## src/sv/msr_pkg.sv

```systemverilog
// shared types, constants and helpers of the speed ramp block
// no dependencies; imported by every module of the block
`default_nettype none

package msr_pkg;

    localparam int SPEED_W  = 11;
    localparam int TARGET_W = 16;
    localparam int STEP_W   = 8;
    localparam int CYCLE_W  = 7;
    localparam int BRAKE_W  = 10;
    localparam int ELAPSED_W = 11;
    localparam int INDEX_W  = 2;
    localparam int CFG_DATA_W = 10;

    localparam logic signed [SPEED_W-1:0]  SPEED_LIMIT = 11'sd1000;
    localparam logic signed [TARGET_W-1:0] TARGET_HI   = 16'sd1000;
    localparam logic signed [TARGET_W-1:0] TARGET_LO   = -16'sd1000;

    localparam logic [STEP_W-1:0] STEP_MIN = 8'd10;
    localparam logic [STEP_W-1:0] STEP_MAX = 8'd200;

    localparam logic [STEP_W-1:0]  SLEW_LIMIT_RST = 8'd50;
    localparam logic [CYCLE_W-1:0] CYCLE_MS_RST   = 7'd10;
    localparam logic [BRAKE_W-1:0] BRAKE_MS_RST   = 10'd50;

    // register indexes on the config port
    localparam logic [INDEX_W-1:0] REG_SLEW_LIMIT = 2'd0;
    localparam logic [INDEX_W-1:0] REG_CYCLE_MS   = 2'd1;
    localparam logic [INDEX_W-1:0] REG_BRAKE_MS   = 2'd2;

    typedef enum logic [1:0] {
        PH_IDLE,
        PH_BRAKE,
        PH_HOLD,
        PH_RESUME
    } brake_phase_t;

    typedef struct packed {
        logic [STEP_W-1:0]  slew_limit;
        logic [CYCLE_W-1:0] cycle_ms;
        logic [BRAKE_W-1:0] brake_ms;
    } cfg_t;

    typedef struct packed {
        logic                       mode;
        logic signed [TARGET_W-1:0] target;
    } in_item_t;

    typedef struct packed {
        logic                      settled;
        logic signed [SPEED_W-1:0] speed;
    } out_item_t;

    // limit a raw target to the speed range
    function automatic logic signed [SPEED_W-1:0] clamp_target(
        input logic signed [TARGET_W-1:0] raw
    );
        logic signed [SPEED_W-1:0] res;
        if (raw > TARGET_HI)
            res = SPEED_LIMIT;
        else if (raw < TARGET_LO)
            res = -SPEED_LIMIT;
        else
            res = raw[SPEED_W-1:0];
        return res;
    endfunction

endpackage

`default_nettype wire

```

## src/sv/msr_cfg.sv

```systemverilog
// configuration registers of the speed ramp block
// depends on msr_pkg
`default_nettype none

module msr_cfg (
    input  wire logic                           clk,
    input  wire logic                           rst_n,
    input  wire logic                           cfg_valid,
    output logic                                cfg_ready,
    input  wire logic [msr_pkg::INDEX_W-1:0]    cfg_index,
    input  wire logic [msr_pkg::CFG_DATA_W-1:0] cfg_data,
    output msr_pkg::cfg_t                       cfg
);
    import msr_pkg::*;

    logic [STEP_W-1:0]  slew_limit_reg;
    logic [CYCLE_W-1:0] cycle_ms_reg;
    logic [BRAKE_W-1:0] brake_ms_reg;
    logic [STEP_W-1:0]  step_raw;
    logic [STEP_W-1:0]  step_sat;

    // writes are always accepted
    assign cfg_ready = 1'b1;

    // slew limit saturates into its legal range
    assign step_raw = cfg_data[STEP_W-1:0];
    always_comb
    begin
        if (step_raw < STEP_MIN)
            step_sat = STEP_MIN;
        else if (step_raw > STEP_MAX)
            step_sat = STEP_MAX;
        else
            step_sat = step_raw;
    end

    // register file, unknown indexes dropped
    always_ff @(posedge clk or negedge rst_n)
    begin
        if (!rst_n)
        begin
            slew_limit_reg <= SLEW_LIMIT_RST;
            cycle_ms_reg   <= CYCLE_MS_RST;
            brake_ms_reg   <= BRAKE_MS_RST;
        end
        else if (cfg_valid && cfg_ready)
        begin
            case (cfg_index)
                REG_SLEW_LIMIT: slew_limit_reg <= step_sat;
                REG_CYCLE_MS:   cycle_ms_reg   <= cfg_data[CYCLE_W-1:0];
                REG_BRAKE_MS:   brake_ms_reg   <= cfg_data[BRAKE_W-1:0];
                default:        ;
            endcase
        end
    end

    assign cfg.slew_limit = slew_limit_reg;
    assign cfg.cycle_ms   = cycle_ms_reg;
    assign cfg.brake_ms   = brake_ms_reg;

endmodule

`default_nettype wire

```

## src/sv/msr_in_stage.sv

```systemverilog
// input register of the speed ramp block
// depends on msr_pkg
`default_nettype none

module msr_in_stage (
    input  wire logic              clk,
    input  wire logic              rst_n,
    input  wire logic              s_tvalid,
    output logic                   s_tready,
    input  wire msr_pkg::in_item_t s_item,
    input  wire logic              take,
    output logic                   item_valid,
    output msr_pkg::in_item_t      item
);
    import msr_pkg::*;

    logic     valid_reg;
    in_item_t item_reg;

    // room when empty or when the held word leaves this cycle
    assign s_tready = !valid_reg || take;

    // valid flag
    always_ff @(posedge clk or negedge rst_n)
    begin
        if (!rst_n)
            valid_reg <= 1'b0;
        else if (s_tready)
            valid_reg <= s_tvalid;
    end

    // payload
    always_ff @(posedge clk)
    begin
        if (s_tvalid && s_tready)
            item_reg <= s_item;
    end

    assign item_valid = valid_reg;
    assign item       = item_reg;

endmodule

`default_nettype wire

```

## src/sv/msr_core.sv

```systemverilog
// ramp and brake-before-reverse state machine of the speed ramp block
// depends on msr_pkg
`default_nettype none

module msr_core (
    input  wire logic              clk,
    input  wire logic              rst_n,
    input  wire logic              fire,
    input  wire msr_pkg::in_item_t item,
    input  wire msr_pkg::cfg_t     cfg,
    output msr_pkg::out_item_t     res
);
    import msr_pkg::*;

    logic signed [SPEED_W-1:0] speed_reg, speed_next;
    logic signed [SPEED_W-1:0] held_reg, held_next;
    brake_phase_t              phase_reg, phase_next;
    logic [ELAPSED_W-1:0]      elapsed_reg, elapsed_next;
    logic                      rev_reg, rev_next;

    logic signed [SPEED_W-1:0] goal;
    logic                      rev_start;
    logic                      rev_now;
    brake_phase_t              phase_cur;
    logic [ELAPSED_W-1:0]      elapsed_cur;
    logic [ELAPSED_W-1:0]      elapsed_sum;
    logic                      braking;
    logic signed [SPEED_W-1:0] ramp_goal;
    logic signed [SPEED_W:0]   delta;
    logic [SPEED_W:0]          delta_abs;
    logic signed [SPEED_W:0]   step_s;
    logic signed [SPEED_W:0]   moved;
    logic                      near;
    logic signed [SPEED_W-1:0] ramped;

    // state registers
    always_ff @(posedge clk or negedge rst_n)
    begin
        if (!rst_n)
        begin
            speed_reg   <= '0;
            held_reg    <= '0;
            phase_reg   <= PH_IDLE;
            elapsed_reg <= '0;
            rev_reg     <= 1'b0;
        end
        else if (fire)
        begin
            speed_reg   <= speed_next;
            held_reg    <= held_next;
            phase_reg   <= phase_next;
            elapsed_reg <= elapsed_next;
            rev_reg     <= rev_next;
        end
    end

    // reversal detect: target of opposite sign to a moving motor
    assign goal      = clamp_target(item.target);
    assign rev_start = !rev_reg &&
                       ((speed_reg > 0 && goal < 0) || (speed_reg < 0 && goal > 0));
    assign rev_now     = rev_reg || rev_start;
    assign phase_cur   = rev_start ? PH_BRAKE : phase_reg;
    assign elapsed_cur = rev_start ? '0 : elapsed_reg;
    assign elapsed_sum = elapsed_cur + {{(ELAPSED_W-CYCLE_W){1'b0}}, cfg.cycle_ms};

    // shared slew unit: toward zero while braking, else toward the target
    assign braking   = rev_now && (phase_cur == PH_BRAKE);
    assign ramp_goal = braking ? '0 : goal;
    assign delta     = {ramp_goal[SPEED_W-1], ramp_goal} - {speed_reg[SPEED_W-1], speed_reg};
    assign delta_abs = delta[SPEED_W] ? $unsigned(-delta) : $unsigned(delta);
    assign step_s    = $signed({{(SPEED_W+1-STEP_W){1'b0}}, cfg.slew_limit});
    assign near      = delta_abs <= {{(SPEED_W+1-STEP_W){1'b0}}, cfg.slew_limit};
    assign moved     = delta[SPEED_W] ? ({speed_reg[SPEED_W-1], speed_reg} - step_s)
                                      : ({speed_reg[SPEED_W-1], speed_reg} + step_s);
    assign ramped    = near ? ramp_goal : moved[SPEED_W-1:0];

    // next state
    always_comb
    begin
        speed_next   = speed_reg;
        held_next    = goal;
        phase_next   = phase_reg;
        elapsed_next = elapsed_reg;
        rev_next     = rev_reg;
        if (item.mode)
        begin
            speed_next   = '0;
            held_next    = '0;
            phase_next   = PH_IDLE;
            elapsed_next = '0;
            rev_next     = 1'b0;
        end
        else if (rev_now)
        begin
            case (phase_cur)
                PH_BRAKE:
                begin
                    speed_next   = ramped;
                    rev_next     = 1'b1;
                    elapsed_next = near ? '0 : elapsed_cur;
                    phase_next   = near ? PH_HOLD : PH_BRAKE;
                end
                PH_HOLD:
                begin
                    rev_next     = 1'b1;
                    elapsed_next = elapsed_sum;
                    if (elapsed_sum >= {1'b0, cfg.brake_ms})
                    begin
                        phase_next = PH_RESUME;
                        speed_next = ramped;
                    end
                    else
                    begin
                        phase_next = PH_HOLD;
                    end
                end
                default:
                begin
                    rev_next     = 1'b0;
                    phase_next   = PH_IDLE;
                    elapsed_next = elapsed_cur;
                    speed_next   = ramped;
                end
            endcase
        end
        else
        begin
            speed_next = ramped;
        end
    end

    // result of this tick
    assign res.speed   = speed_next;
    assign res.settled = (speed_next == held_next) && !rev_next;

endmodule

`default_nettype wire

```

## src/sv/msr_out_stage.sv

```systemverilog
// output register of the speed ramp block
// depends on msr_pkg
`default_nettype none

module msr_out_stage (
    input  wire logic               clk,
    input  wire logic               rst_n,
    input  wire logic               load,
    input  wire msr_pkg::out_item_t res,
    output logic                    free,
    output logic                    m_tvalid,
    input  wire logic               m_tready,
    output msr_pkg::out_item_t      m_item
);
    import msr_pkg::*;

    logic      valid_reg;
    out_item_t item_reg;

    // a new word may land when empty or when the held one is taken
    assign free = !valid_reg || m_tready;

    always_ff @(posedge clk or negedge rst_n)
    begin
        if (!rst_n)
            valid_reg <= 1'b0;
        else if (free)
            valid_reg <= load;
    end

    always_ff @(posedge clk)
    begin
        if (load)
            item_reg <= res;
    end

    assign m_tvalid = valid_reg;
    assign m_item   = item_reg;

endmodule

`default_nettype wire

```

## src/sv/motor_speed_ramp_with_reverse_brake.sv

```systemverilog
// Motor speed ramp with brake-before-reverse, one control tick per input word.
// Slave stream: s_tdata carries the signed target, s_tuser the mode
// (0 ramp toward target, 1 emergency stop). Master stream: m_tdata carries
// the smoothed signed speed and the settled flag.
// Config channel: cfg_index 0 slew limit (saturated to 10..200), 1 cycle_ms,
// 2 brake_ms; other indexes are ignored. cfg_ready is always high; write
// only while no word is in flight.
// Path: an accepted word waits in the input register until the master side is
// free, then passes into the output register, where m_tvalid rises.
// Throughput: one word per clock while m_tready stays high; the whole tick is
// one pass from the input register through the slew unit and the brake state
// machine into the output register.
// Reset: speed, held target, brake phase, timer and reversal flag clear,
// registers return to 50 / 10 / 50, both stream registers empty.
// Stall: while m_tready is low the result word holds; one more word can sit
// in the input register, after which s_tready drops.
// Depends on msr_pkg, msr_cfg, msr_in_stage, msr_core, msr_out_stage.
`default_nettype none

module motor_speed_ramp_with_reverse_brake (
    input  wire logic                           clk,
    input  wire logic                           rst_n,
    input  wire logic                           s_tvalid,
    output logic                                s_tready,
    input  wire logic [15:0]                    s_tdata,   // [15:0] target
    input  wire logic [0:0]                     s_tuser,   // [0] mode
    output logic                                m_tvalid,
    input  wire logic                           m_tready,
    output logic [15:0]                         m_tdata,   // [10:0] speed, [11] settled
    input  wire logic                           cfg_valid,
    output logic                                cfg_ready,
    input  wire logic [msr_pkg::INDEX_W-1:0]    cfg_index,
    input  wire logic [msr_pkg::CFG_DATA_W-1:0] cfg_data
);
    import msr_pkg::*;

    cfg_t      cfg;
    in_item_t  s_item;
    in_item_t  item;
    out_item_t res;
    out_item_t m_item;
    logic      item_valid;
    logic      out_free;
    logic      fire;

    assign s_item.mode   = s_tuser[0];
    assign s_item.target = $signed(s_tdata);

    // a tick runs when a word waits and the output register has room
    assign fire = item_valid && out_free;

    msr_cfg u_cfg (
        .clk       (clk),
        .rst_n     (rst_n),
        .cfg_valid (cfg_valid),
        .cfg_ready (cfg_ready),
        .cfg_index (cfg_index),
        .cfg_data  (cfg_data),
        .cfg       (cfg)
    );

    msr_in_stage u_in (
        .clk        (clk),
        .rst_n      (rst_n),
        .s_tvalid   (s_tvalid),
        .s_tready   (s_tready),
        .s_item     (s_item),
        .take       (fire),
        .item_valid (item_valid),
        .item       (item)
    );

    msr_core u_core (
        .clk   (clk),
        .rst_n (rst_n),
        .fire  (fire),
        .item  (item),
        .cfg   (cfg),
        .res   (res)
    );

    msr_out_stage u_out (
        .clk      (clk),
        .rst_n    (rst_n),
        .load     (fire),
        .res      (res),
        .free     (out_free),
        .m_tvalid (m_tvalid),
        .m_tready (m_tready),
        .m_item   (m_item)
    );

    // pack the result word, zero fill to 16 bits
    assign m_tdata = {4'b0000, m_item.settled, m_item.speed};

endmodule

`default_nettype wire

```

## config.mk

```make
export PLATFORM = sky130hd
export DESIGN_NAME = motor_speed_ramp_with_reverse_brake
export DESIGN_NICKNAME = d
export VERILOG_FILES = /design/src/sv/msr_pkg.sv /design/src/sv/msr_cfg.sv /design/src/sv/msr_in_stage.sv /design/src/sv/msr_core.sv /design/src/sv/msr_out_stage.sv /design/src/sv/motor_speed_ramp_with_reverse_brake.sv
export SDC_FILE = /design/constraint.sdc
export NUM_CORES = 1
export LEC_CHECK = 0
export ABC_AREA = 1
export BUFFER_PORTS_ARGS = -buffer_cell sky130_fd_sc_hd__buf_4
export CAP_MARGIN = 10
export CORE_MARGIN = 2
export CORE_UTILIZATION = 54
export DETAILED_ROUTE_END_ITERATION = 10
export PLACE_DENSITY = 0.73
export SLEW_MARGIN = 20
export SYNTH_ARGS = -nofsm -noshare
export SYNTH_HDL_FRONTEND = slang
export SYNTH_SLANG_ARGS = --single-unit
```

## constraint.sdc

```tcl
create_clock -name clk -period 12.5 [get_ports clk]
set_clock_uncertainty 0.2 [all_clocks]
set_input_delay 2.5 -clock clk [delete_from_list [all_inputs] [get_ports clk]]
set_output_delay 2.5 -clock clk [all_outputs]
set_load 0.01 [all_outputs]
```

# [Word-level counts from Yosys, hierarchy flattened]
# Index checks and enable logic that the tools add are counted.
[totals] in_bits=34 register_bits=81 out_inout_bits=19
[op_classes] n_reduce_logical=22 muxes=27 magnitude_cmp=10 n_eq_ne=5 add_sub_neg=5
[op_table] cell="$mux W11" count=14
[op_table] cell="$gt A11 B1 Y1 const B" count=2
[op_table] cell="$lt A11 B1 Y1 const B" count=2
[op_table] cell="$pmux W11 S2" count=1
[op_table] cell="$gt A16 B11 Y1 const B" count=1
[op_table] cell="$lt A16 B11 Y1 const B" count=1
[op_table] cell="$mux W8" count=2
[op_table] cell="$le A12 B8 Y1" count=1
[op_table] cell="$mux W12" count=1
[op_table] cell="$neg A12 Y12" count=1
[op_table] cell="$sub A11 B11 Y12" count=1
[op_table] cell="$add A11 B7 Y11" count=1
[op_table] cell="$add A11 B9 Y11" count=1
[op_table] cell="$eq A11 B11 Y1" count=1
[op_table] cell="$ge A11 B10 Y1" count=1
[op_table] cell="$sub A11 B9 Y11" count=1
[op_table] cell="$gt A8 B8 Y1 const B" count=1
[op_table] cell="$lt A8 B4 Y1 const B" count=1
[op_table] cell="$mux W2" count=4
[op_table] cell="$reduce_and A2 Y1" count=4
[op_table] cell="$logic_and A1 B1 Y1" count=7
[op_table] cell="$eq A2 B1 Y1 const B" count=2
[op_table] cell="$eq A2 B2 Y1 const B" count=2
[op_table] cell="$logic_not A1 Y1" count=4
[op_table] cell="6 further kinds" count=12

# [Longest topological paths before layout]
[logic_depth] ltp_word=22 depth_mapped=57 mapped_depth_nobuf=54

# [Modules after synthesis]
# From an unflattened synthesis, not the netlist that was laid out.
[hier_totals] cells_unflattened=906 hier_area_um2=6591.3
[by_module_without_submodules] module="msr_core" seq_area_each_um2=625.6 area_each_um2=4515.6 cells_each=740 instances=1
[by_module_without_submodules] module="msr_cfg" seq_area_each_um2=635.6 area_each_um2=1073.5 cells_each=119 instances=1
[by_module_without_submodules] module="msr_in_stage" seq_area_each_um2=535.5 area_each_um2=555.5 cells_each=23 instances=1
[by_module_without_submodules] module="msr_out_stage" seq_area_each_um2=385.4 area_each_um2=405.4 cells_each=17 instances=1
[by_module_without_submodules] module="motor_speed_ramp_with_reverse_brake" seq_area_each_um2=0.0 area_each_um2=41.3 cells_each=7 instances=1

# [Worst setup path before layout]
# No wires, ideal clock.
[synth_path] path_kind="flip-flop to flip-flop" start="reg u_in.item_reg (netlist bit u_in.item[15])" end="reg u_out.item_reg (netlist bit u_out.m_item[11]) (data pin)" setup_ps=251 slack_ps=5873 n_path_buf=3 t_arrival_ps=6176 period_less_slack_ps=6627 path_stages_with_launch=53 path_cell_list="edfxtp_1 > nor2_1 > nand2_1 > nor2_1 > nand2_1 > nand3_2 > nand3_2 > o21bai_4 > nand2_1 > nand2_1 > inv_1 > clkbuf_1 > nor2_1 > inv_1 > ha_1 > nand2_4 > clkinv_1 > nor2_1 > [... 17 more ...] > a21oi_1 > nor2_1 > o21ai_0 > nand2_1 > a21oi_1 > inv_1 > a21oi_1 > xnor3_1 > nand2_1 > nand3_1 > nand2_1 > nand3_1 > nand2_1 > inv_1 > nand2_1 > nor2_1 > nand2_1 > nor2_1"
[synth_lines] element="from (decl)" line="msr_in_stage.sv:18" rtl="in_item_t item_reg;"
[synth_lines] element="from (signal assigned)" line="msr_in_stage.sv:36" rtl="item_reg <= s_item;"
[synth_lines] element="to (signal assigned)" line="msr_out_stage.sv:34" rtl="item_reg <= res;"
[synth_lines] element="to (decl)" line="msr_out_stage.sv:18" rtl="out_item_t item_reg;"

==> impl_metrics.json <==
{
  "largest_reg_flops": 17,
  "drv_slew": 0,
  "use_met1_pct": 36.9,
  "drtIter0Drc": 500,
  "grt_remaining_overflow": 0,
  "setup_viol": 0,
  "path_class": "flip-flop to flip-flop",
  "tns_ns": 0,
  "rows": 40,
  "synthArstFlopShare_pct": 64.2,
  "port_buffers": 47,
  "crit_path_max_fanout": 13,
  "maxCapViolations": 0,
  "clk_pin_slew_ns": 0.06,
  "synth_warnings": 0,
  "finalHoldViolCount": 0,
  "antenna_found_initial": 0,
  "synth_edf_count": 29,
  "drc": 0,
  "cp_num_buf_inv": 7,
  "cp_num_cells": 50,
  "crit_start": "u_in.item[8]$_DFFE_PP_",
  "gr-usage-all-layers_pct": 25.4,
  "ctsHoldBuffers": 0,
  "syn_avg_cell_area_sq_um": 7.40,
  "synthCells": 896,
  "dp_hpwl_microns": 12000,
  "synth_seq_cells": 81,
  "cts_buffers": 9,
  "grt_start_max_net_pins": 53,
  "cpMostUsedCell": "nand2_1",
  "crit_path_top_delay_cell": "edfxtp_1",
  "ioPinCount": 53,
  "antenna_cells": 0,
  "cts_tree": "yes",
  "root_buffer": "clkbuf_16",
  "finalCritPeriodShare_pct": 60.5,
  "hold_path_class": "flip-flop to flip-flop",
  "initial_utilization_pct": 55.2,
  "cts.sinks": 81,
  "clock_latency_ns": 0.35,
  "cp_top_family": "simple AND/OR/NAND/NOR gates",
  "cp-end-kind": "flip-flop",
  "grt_pass1_wl_microns": 26400,
  "cp.arrival_ns": 7.47,
  "max_clock_freq_ghz": 0.132,
  "rsz0062_at_grt": "false",
  "die_y_microns": 115,
  "ff2ff_path_depth": 50,
  "slew_headroom_pct": 43.7,
  "cts_setup_buffers": 0,
  "die_width_microns": 115,
  "cts_resized": 0,
  "placed_cell_area_sq_um": 7060,
  "via_per_inst": 5.36,
  "r2r-end": "u_out.m_item[11]$_DFFE_PP_",
  "syn2layout_area_growth_pct": 11.6,
  "via_count": 5834,
  "die_area_sq_um": 13200,
  "antenna_left": 0,
  "wl_per_cell_microns": 14.3,
  "synth.cell_area_sq_um": 6630,
  "drive_above_1_share_pct": 13.7,
  "fin_area_sq_um": 7400,
  "nFillCells": 1114,
  "use_met2_pct": 39.8,
  "reg2reg_setup_slack_ns": 4.93,
  "crit_path_end": "u_out.m_item[11]$_DFFE_PP_",
  "tightest_slew_ns": 0.839,
  "grt_busiest_layer": "met2",
  "ys.flop_type": "dfrtp_1",
  "wirelength_microns": 15500,
  "gp_congestion": 0.955,
  "period_minus_slack_ns": 7.57,
  "coreArea_sq_um": 12000,
  "synthDistinctLibCells": 53,
  "cp.required_ns": 12.41,
  "grt_pass1_vias": 5497,
  "cts_max_level": 3,
  "first_pass_iters": 5,
  "num-nets-final": 1022,
  "r2r-start": "u_in.item[8]$_DFFE_PP_",
  "clockBufferDepth": 2,
  "start_kind": "flip-flop",
  "seq_area_frac_synth_pct": 32.9,
  "status": "finished clean",
  "globalRouteMet3Util_pct": 3.69,
  "critPathMaxStageDelay_ns": 0.46
}
[final cells by class]
cell class                 instances  area, sq um  area share, %
multi-input combinational        627         3700           50.0
sequential                        81         2180           29.5
inverter                         170          638           8.62
clock inverter                     7          119           1.61
timing repair buffer              47          353           4.77
clock buffer                       9          225           3.04
tap                              147          184           2.48
[tightest hold or removal path: stages, from the launching register on]
cell	delay [ns]
dfstp_2	0.37
nand2_1	0.05
o21ai_0	0.07
[synth_stat cells (4+ instances only)]
cell type | number | area [sq um]
a211oi_1 | 4 | 30.0
a21oi_1 | 39 | 195
buf_4 | 6 | 45.0
clkbuf_1 | 10 | 37.5
clkinv_1 | 6 | 22.5
dfrtp_1 | 44 | 1100
dfstp_2 | 8 | 210
edfxtp_1 | 29 | 871
ha_1 | 49 | 613
inv_1 | 160 | 601
inv_2 | 4 | 15.0
nand2_1 | 179 | 672
nand2_2 | 23 | 144
nand3_1 | 49 | 245
nand3_2 | 14 | 140
nand3b_1 | 5 | 37.5
nand4_1 | 29 | 181
nor2_1 | 78 | 293
nor3_1 | 9 | 45.0
o211ai_1 | 6 | 45.0
o21ai_0 | 53 | 265
o22ai_1 | 13 | 81.3
xnor2_1 | 7 | 61.3
xor2_1 | 18 | 158
[metrics by stage]
| step | std cells | util (%) | setup slack, ns | hold WS (ns) |
|---|---|---|---|---|
| finish | 1088 | 61.6 | 4.93 | 0.289 |
| global route | 1088 | 61.6 | 3.87 | 0.320 |
| CTS | 1088 | 61.6 | 5.02 | 0.292 |
| detailed placement | 1072 | 58.8 | 5.08 | 0.279 |
| global placement | 1072 | 58.8 | 5.19 | 0.269 |
| floorplan | 899 | - | 5.87 | 0.253 |
[cell usage in the layout, fill, tap and decap left out, types with 7 or more instances in the layout]
| cell type | netlist | final |
|---|---|---|
| a21oi_1 | 39 | 39 |
| nor3_1 | 9 | 9 |
| xor2_1 | 18 | 18 |
| ha_1 | 49 | 49 |
| o22ai_1 | 13 | 13 |
| nand2_1 | 179 | 179 |
| nand2_2 | 23 | 23 |
| nand3_2 | 14 | 14 |
| buf_4 | 6 | 47 |
| xnor2_1 | 7 | 7 |
| o21ai_0 | 53 | 53 |
| inv_1 | 160 | 160 |
| nand3_1 | 49 | 49 |
| dfrtp_1 | 44 | 44 |
| edfxtp_1 | 29 | 29 |
| clkbuf_16 | 0 | 9 |
| clkinv_1 | 6 | 7 |
| nand4_1 | 29 | 29 |
| dfstp_2 | 8 | 8 |
| nor2_1 | 78 | 78 |
[worst min-delay path by stage]
stage          slack, ns                           endpoint                              start  depth (start not counted)
2_1_floorplan       0.25  u_cfg.brake_ms_reg[2]$_DFFE_PN0P_  u_cfg.brake_ms_reg[2]$_DFFE_PN0P_                          2
3_3_place_gp        0.27  u_cfg.brake_ms_reg[2]$_DFFE_PN0P_  u_cfg.brake_ms_reg[2]$_DFFE_PN0P_                          2
3_5_place_dp        0.28  u_cfg.brake_ms_reg[6]$_DFFE_PN0P_  u_cfg.brake_ms_reg[6]$_DFFE_PN0P_                          2
4_1_cts             0.29  u_cfg.brake_ms_reg[1]$_DFFE_PN1P_  u_cfg.brake_ms_reg[1]$_DFFE_PN1P_                          2
5_1_grt             0.32  u_cfg.cycle_ms_reg[3]$_DFFE_PN1P_  u_cfg.cycle_ms_reg[3]$_DFFE_PN1P_                          2
6_report            0.29  u_cfg.brake_ms_reg[1]$_DFFE_PN1P_  u_cfg.brake_ms_reg[1]$_DFFE_PN1P_                          2
[cells by family (layout without fill, tap and decap cells)]
kind of cell	after synthesis	in the layout	synth area share (%)
compound gates	141	141	12.7
other cells	2	5	0.113
buf+inv	191	233	11.4
xor+xnor	26	26	3.64
fa+ha+maj	52	52	10.2
flops	81	81	32.9
simple gates	403	403	29.1
[per-layer routing]
layer  routed length [microns]  part of all wire, %
met1                      7650                   49
met2                      6910                   44
met3                       723                  4.7
met4                       247                  1.6
met5                         0                    0
Power is left out: the tool's default activity adds up to more than one toggle a clock period on the data nets, which glitch-free logic cannot reach.
